--- src/rtl/fpt_pkg.sv ---
// Package for the fern posterior table: sizes, opcodes, transaction types,
// table entry layout and sequencer states. No dependencies.

package fpt_pkg;

  // Fern size and counter width.
  localparam int FEATURES   = 5;
  localparam int COUNT_BITS = 16;

  // Leaf addressing: two outcome bits per feature, capped at the input width.
  localparam int OUTCOME_BITS  = 2;
  localparam int CODE_BITS     = 10;
  localparam int LEAF_BITS_RAW = OUTCOME_BITS * FEATURES;
  localparam int LEAF_BITS     = (LEAF_BITS_RAW > CODE_BITS) ? CODE_BITS : LEAF_BITS_RAW;
  localparam logic [CODE_BITS-1:0] LEAF_MASK =
    CODE_BITS'((64'd1 << LEAF_BITS) - 64'd1);

  // The tables always span the full input code space.
  localparam int TABLE_DEPTH = 1 << CODE_BITS;

  // Q1.15 posterior; one quotient bit is produced per divider step.
  localparam int POST_BITS = 16;
  localparam int Q_STEPS   = POST_BITS;
  localparam int STEP_BITS = $clog2(Q_STEPS);
  localparam logic [POST_BITS-1:0] Q_ONE = POST_BITS'(32768);

  // Saturation value of a sample counter.
  localparam logic [COUNT_BITS-1:0] COUNT_MAX = {COUNT_BITS{1'b1}};

  // Opcodes; the unused code behaves as classify.
  localparam logic [1:0] OP_CLASSIFY = 2'd0;
  localparam logic [1:0] OP_TRAIN    = 2'd1;
  localparam logic [1:0] OP_CLEAR    = 2'd2;

  // Input transaction.
  typedef struct packed {
    logic [1:0]           opcode;
    logic [CODE_BITS-1:0] feature_codes;
    logic                 is_positive;
  } item_t;

  // Result transaction.
  typedef struct packed {
    logic [CODE_BITS-1:0] leaf_index;
    logic [POST_BITS-1:0] posterior;
  } result_t;

  // One leaf of the fern as held in the table memory.
  typedef struct packed {
    logic [COUNT_BITS-1:0] pos;
    logic [COUNT_BITS-1:0] neg;
    logic [POST_BITS-1:0]  post;
  } entry_t;

  localparam int ENTRY_BITS = $bits(entry_t);

  // Divider status seen by the sequencer.
  typedef struct packed {
    logic busy;
    logic done;
  } div_stat_t;

  // Sequencer states.
  typedef enum logic [2:0] {
    S_CLEAR,
    S_IDLE,
    S_READ,
    S_DIV,
    S_FINISH
  } state_t;

endpackage

--- src/rtl/fpt_divider.sv ---
// Restoring divider for the leaf posterior floor(pos * 2^15 / total).
// One quotient bit per cycle. Depends on fpt_pkg.

module fpt_divider
  import fpt_pkg::*;
(
  input  logic                  clk,
  input  logic                  rst,
  input  logic                  start,
  input  logic [COUNT_BITS-1:0] pos,
  input  logic [COUNT_BITS:0]   total,
  output div_stat_t             stat,
  output logic [POST_BITS-1:0]  quotient
);

  localparam int REM_BITS = COUNT_BITS + 2;

  logic                  busy;
  logic                  done;
  logic [STEP_BITS-1:0]  step;
  logic [REM_BITS-1:0]   rem;
  logic [COUNT_BITS:0]   divisor;
  logic [POST_BITS-1:0]  quo;

  logic [REM_BITS-1:0]   shifted;
  logic                  fits;
  logic [REM_BITS-1:0]   rem_next;

  // One compare and subtract. The first step takes pos as it stands, since
  // pos may equal the divisor; later steps double the remainder.
  always_comb begin
    shifted  = (step == '0) ? rem : {rem[REM_BITS-2:0], 1'b0};
    fits     = shifted >= {1'b0, divisor};
    rem_next = fits ? (shifted - {1'b0, divisor}) : shifted;
  end

  // Control: busy until every quotient bit is produced, then a done pulse.
  always_ff @(posedge clk) begin
    if (rst) begin
      busy <= 1'b0;
      done <= 1'b0;
      step <= '0;
    end else begin
      done <= 1'b0;
      if (start) begin
        busy <= 1'b1;
        step <= '0;
      end else if (busy) begin
        step <= step + STEP_BITS'(1);
        if (step == STEP_BITS'(Q_STEPS - 1)) begin
          busy <= 1'b0;
          done <= 1'b1;
        end
      end
    end
  end

  // Datapath registers.
  always_ff @(posedge clk) begin
    if (start) begin
      rem     <= {2'b00, pos};
      divisor <= total;
      quo     <= '0;
    end else if (busy) begin
      rem <= rem_next;
      quo <= {quo[POST_BITS-2:0], fits};
    end
  end

  assign stat.busy = busy;
  assign stat.done = done;
  assign quotient  = quo;

endmodule

--- config.mk ---
export PLATFORM = sky130hd
export DESIGN_NAME = fpt_divider
export DESIGN_NICKNAME = d
export VERILOG_FILES = /design/src/rtl/fpt_pkg.sv /design/src/rtl/fpt_divider.sv
export SDC_FILE = /design/constraint.sdc
export NUM_CORES = 1
export LEC_CHECK = 0
export BUFFER_PORTS_ARGS = -buffer_cell sky130_fd_sc_hd__clkbuf_2
export CAP_MARGIN = 20
export CORE_MARGIN = 2
export CORE_UTILIZATION = 52
export CTS_CLUSTER_DIAMETER = 150
export CTS_CLUSTER_SIZE = 28
export DETAILED_ROUTE_END_ITERATION = 7
export GPL_TIMING_DRIVEN = 0
export PLACE_DENSITY = 0.77
export SLEW_MARGIN = 20
export SYNTH_ARGS = -nofsm -noshare
export SYNTH_HDL_FRONTEND = slang
export SYNTH_SLANG_ARGS = --single-unit
--- constraint.sdc ---
create_clock -name clk -period 3.3 [get_ports clk]
set_input_delay 0.495 -clock clk [delete_from_list [all_inputs] [get_ports clk]]
set_output_delay 0.495 -clock clk [all_outputs]
set_load 0.02 [all_outputs]
# Yosys cells after proc, flatten, opt, wreduce, memory -nomap -nowiden
# Index checks and enable logic that the tools add are counted.
# word_totals
n_memories	0
regBits	57
mem_bits_ro	0
input_bits	36
word_cells	24
output_inout_bits	18
mem_bits_rw	0
latchBits	0
# op_classes
reduce_logical	4
eq_ne	1
n_bitwise	1
div_mod_pow	0
mux	8
addsub	2
mul	0
shifts	0
n_lt_le_gt_ge	1
# ops
cell	n
two-way mux 18 bit	2
two-way mux 16 bit	2
>= comparator 18 x 17 -> 1 bit	1
subtractor 18 x 17 -> 18 bit	1
adder 4 x 1 -> 4 bit (second input constant)	1
== test 4 bit (second input constant)	1
zero test 4 bit	1
two-way mux 1 bit	4
OR reduction 3 bit	1
nonzero test 2 bit	1
OR reduction 2 bit	1
NOT 1 bit	1

# Depth between registers and ports, before layout
# depth
ltp_word	6
depth_mapped	16
ltp_nobuf	13

# Worst setup path before layout
# OpenSTA, ideal clock, no wires.
# synth_timing
kind	reg2reg
startpoint	register step[0]
endpoint	register rem[13], data pin
setup_slack_ps	-292
t_required_ps	3039
synth_period_minus_slack_ps	3592
path_stages_with_launch	15
arrival_ps	3331
path_buffers	3
setup_time_ps	261
path_cell_list	dfxtp_1 > inv_1 > ha_1 > nor3b_1 > buf_6 > clkbuf_1 > mux2_2 > ha_1 > and3_1 > and4_4 > a311oi_2 > and3_1 > buf_6 > nor2_1 > a221o_1
# synth_between
elab_chain_cells	6
word_cells_on_any_way	7
classes_between	add/sub: 1; order compare: 1; mux: 4; reduce/logical: 1
# synth_lines
element	line_no	source
start, declared	fpt_divider.sv:20	logic [STEP_BITS-1:0] step;
start signal, assigned	fpt_divider.sv:49	step <= step + STEP_BITS'(1);
zero test 4 bit *	fpt_divider.sv:32	shifted = (step == '0) ? rem : {rem[REM_BITS-2:0], 1'b0};
two-way mux 18 bit *	fpt_divider.sv:32	
subtractor 18 x 17 -> 18 bit or >= comparator 18 x 17 -> 1 bit (tied branches)	fpt_divider.sv:34, fpt_divider.sv:33	
two-way mux 18 bit *	fpt_divider.sv:34	rem_next = fits ? (shifted - {1'b0, divisor}) : shifted;
two-way mux 16 bit *	fpt_divider.sv:64	end else if (busy) begin
two-way mux 16 bit *	fpt_divider.sv:60	if (start) begin
end signal, assigned	fpt_divider.sv:61	rem <= {2'b00, pos};
end signal, assigned	fpt_divider.sv:65	rem <= rem_next;
end, declared	fpt_divider.sv:21	logic [REM_BITS-1:0] rem;
# Every way passes the cells marked *; elsewhere a longest branch is shown, timed or not. The select of a mux whose other input is x is not followed.
# A chain may end at the register's enable or synchronous reset.

# Worst setup path after layout
# layout_timing
startpoint	register step[1]
endpoint	register rem[17]
# layout_between
elab_chain_cells	4
word_cells_on_any_way	5
classes_between	add/sub: 1; order compare: 1; mux: 2; reduce/logical: 1
# layout_lines
element	line_no
zero test 4 bit *	fpt_divider.sv:32
two-way mux 18 bit *	fpt_divider.sv:32
subtractor 18 x 17 -> 18 bit or >= comparator 18 x 17 -> 1 bit (tied branches)	fpt_divider.sv:34, fpt_divider.sv:33
two-way mux 18 bit *	fpt_divider.sv:34
# Every way passes the cells marked *; elsewhere a longest branch is shown, timed or not.

==> summary.md <==
| Metric | Value |
|---|---|
| Critical Path Source Type | register |
| Yosys top cell area share | 0.280 |
| WP data arrival | roughly 3.6 ns |
| Syn Area/Cell | 9.79 um^2 |
| Via Count | 3,166 |
| Tightest Pin Transition | between 0.6 and 0.7 ns |
| Worst slew margin | 0.558 |
| Clock Skew | approximately 0.0082 ns |
| Final hold violation count | 0 |
| Ys Warns | 0 |
| Initial Util | 0.529 |
| Power density cells | around 660 nW/um^2 |
| Ratio of cells with drive above 1 in the final layout | 0.364 |
| Top Ports | 54 |
| Final worst slack | -0.0151 ns |
| CTS Buf Count | 9 |
| Most common cell after layout, fill and taps aside | clkbuf_2 |
| Die area | approximately 7500 um^2 |
| DPL Wire Length | between 5000 and 6000 um |
| Hold_buf cts | 0 |
| Core ar. | about 6700 um^2 |
| Design area | ~4700 um^2 |
| Syn Inst Count | 361 |
| RSZ-0062 raised after global routing | true |
| Horiz. Die Dim | approximately 86 um |
| WL per Instance | 17.3 um |
| Number of nets in the final layout | ~500 |
| Worst setup path class | register to register |
| Worst-path clk slew | 0.07 ns |
| Synth area leader | edfxtp_1 |
| Most frequent cells in the layout | clkbuf_2 (53), nor2_1 (38), edfxtp_1 (33) |
| Final RePlAce weighted congestion | 0.893 |
| Avg Vias per Cell | about 6.0 |
| Async SR Flop Fraction | 0 |
| Clk sink count | 57 |
| CP required | roughly 3.6 ns |
| Post-route clock period utilization | 1.00 |
| Peak supply drop | between 0.3 and 0.4 mV |
| Placed cell areas | between 3000 and 4000 um^2 |
| Min-delay worst type | input port to register |
| # rows | 30 |
| Residual DRC count | 0 |
| Failing checks | setup timing |
| Antenna Nets Post-Route | 0 |
| Antenna violations before repair | 0 |
| DRT Wirelength | ~9200 um |
| Largest net degree at the start of global routing | 20 |
| Root Driver | clkbuf_8 |
| Setup Viol. Count Final | 2 |
| Post-synthesis register bit count | 57 |
| Port Buffers | 53 |
| Die height | between 80 and 90 um |
| Dominant register cell in the synthesized netlist | edfxtp_1 |
| Non-filler instance count after layout | 531 |
| DRT Pass-1 Iters | 4 |
| Layout area overhead | 31.8% |
| Insertion delay to the later sink of the worst-skew pair | between 0.3 and 0.4 ns |
| Crit path max fanout | 7 |
| Total leakage power | roughly 2.0 nW |
| Inst Count DP | 494 |
| Synthesized net count | 417 |
| Max Slew Vio Count | 0 |
| Tmin final | 3.32 ns |
| Fmax | just over 300 MHz |
| Max-cap violations | 0 |
| Grt ovf | 0 |
| Status | finished, violations left |
| Fill count | around 490 |
| Register area share after synthesis | 0.416 |
| H-Tree Level Count | 3 |
| Synth unique cells | between 50 and 60 |
| DRT iter0 DRCs | 240 |
| Post-synth EDFFs | 33 |
| Total GRT Usage | 0.238 |
| Vias in the first global route | 2,964 |
| Mapped Area | approximately 3500 um^2 |
| Antenna cell count | 0 |
| Synth top area cells | edfxtp_1 (28%), dfxtp_1 (14%), ha_1 (6.7%), mux2i_1 (6.5%), mux2_2 (5.4%) |
| Global-route wire length before repair | 13,900 um |
| CTS tree | done |
| CTS Buffer Depth | 2 |
| Setup crit end kind | register |
cells by family (layout without fill, tap and decap cells):
| group | Yosys count | count (layout) | synth area share |
|---|---|---|---|
| AO/OA/AOI/OAI | 78 | 78 | 0.154 |
| buffers and inverters | 44 | 133 | 0.0542 |
| multiplexers | 41 | 41 | 0.124 |
| XOR/XNOR | 16 | 16 | 0.0397 |
| AND/OR/NAND/NOR | 105 | 106 | 0.139 |
| flip-flops | 57 | 57 | 0.416 |
| adder cells (fa/ha/maj) | 20 | 20 | 0.0729 |
sequential cells by signal (all words and copies together) (netlist names):
name	flops
rem	18
step	4
busy	1
quotient	16
divisor	17
done	1
path summary, 6_finish.rpt:
| kind | end | slack (ns) | from | depth (start not counted) |
|---|---|---|---|---|
| min | divisor[0]$_DFFE_PP_ | 0.32 | total[0] | 1 |
| max reg2reg | rem[17]$_SDFFE_PP0P_ | -0.02 | step[1]$_SDFFE_PP0P_ | 14 |
| min reg2reg | quotient[15]$_SDFFE_PP0P_ | 0.49 | quotient[15]$_SDFFE_PP0P_ | 2 |
| max | rem[17]$_SDFFE_PP0P_ | -0.02 | step[1]$_SDFFE_PP0P_ | 14 |
metal layers:
layer	share of wire	global-route usage
met1	0.41	0.294
met2	0.50	0.401
met3	0.059	0.0610
met4	0.036	0.0838
met5	0	0
cell usage after synthesis, types with 8 or more instances:
cell type / number
nand3_1: 8
dfxtp_1: 24
ha_1: 19
mux2i_1: 23
inv_1: 26
edfxtp_1: 33
a21oi_1: 22
xnor2_1: 9
mux2_2: 17
nand2_1: 26
nor2_1: 39
power by group:
part	switching [mW]	leakage, nW	internal, mW
Sequential	0.0365	0.523	0.850
Clock	0.305	0.102	0.317
Combinational	0.796	1.34	0.758
layout make-up:
| type | instances | area [um^2] | area share |
|---|---|---|---|
| Buffer | 16 | 121 | 0.0261 |
| Clock buffer | 10 | 149 | 0.0320 |
| Clock inverter | 6 | 37.5 | 0.00806 |
| Inverter | 26 | 97.6 | 0.0210 |
| Multi-Input combinational cell | 261 | 2190 | 0.470 |
| Sequential cell | 57 | 1470 | 0.316 |
| Tap cell | 80 | 100 | 0.0215 |
| Timing Repair Buffer | 75 | 487 | 0.105 |
per-stage QoR:
stage                     setup TNS (ns)  utilization  total power [mW]  hold WS [ns]  setup WS, ns
after floorplan                        0            -              1.75         0.461       0.00983
after global placement             -4.21        0.588              1.96         0.473        -0.327
after detailed placement           -5.94        0.588              1.99         0.485        -0.439
after CTS                              0        0.664              2.84         0.306       0.00437
after global routing              -0.528        0.697              3.22         0.305        -0.119
final                            -0.0289        0.697              3.06         0.321       -0.0151
critical path, stage by stage, from the launching register on:
cell and delay (ns):
dfxtp_2 0.33, inv_2 0.06, ha_4 0.12, nor3b_4 0.18
buf_6 0.16, clkbuf_16 0.15, mux2_2 0.38, ha_4 0.34
nand4_1 0.14, buf_4 0.18, nor3_1 0.22, o21ai_0 0.24
a32oi_1 0.35, nand2_1 0.10, a311oi_1 0.25
repair_timing:
action,4_1_cts,5_1_grt
endpoints found under the setup margin,19,17
resized for setup,37,27
gates cloned,2,2
buffers inserted,11,8
pin swaps,8,14
Note: power is estimated with default switching activity, not from simulation.
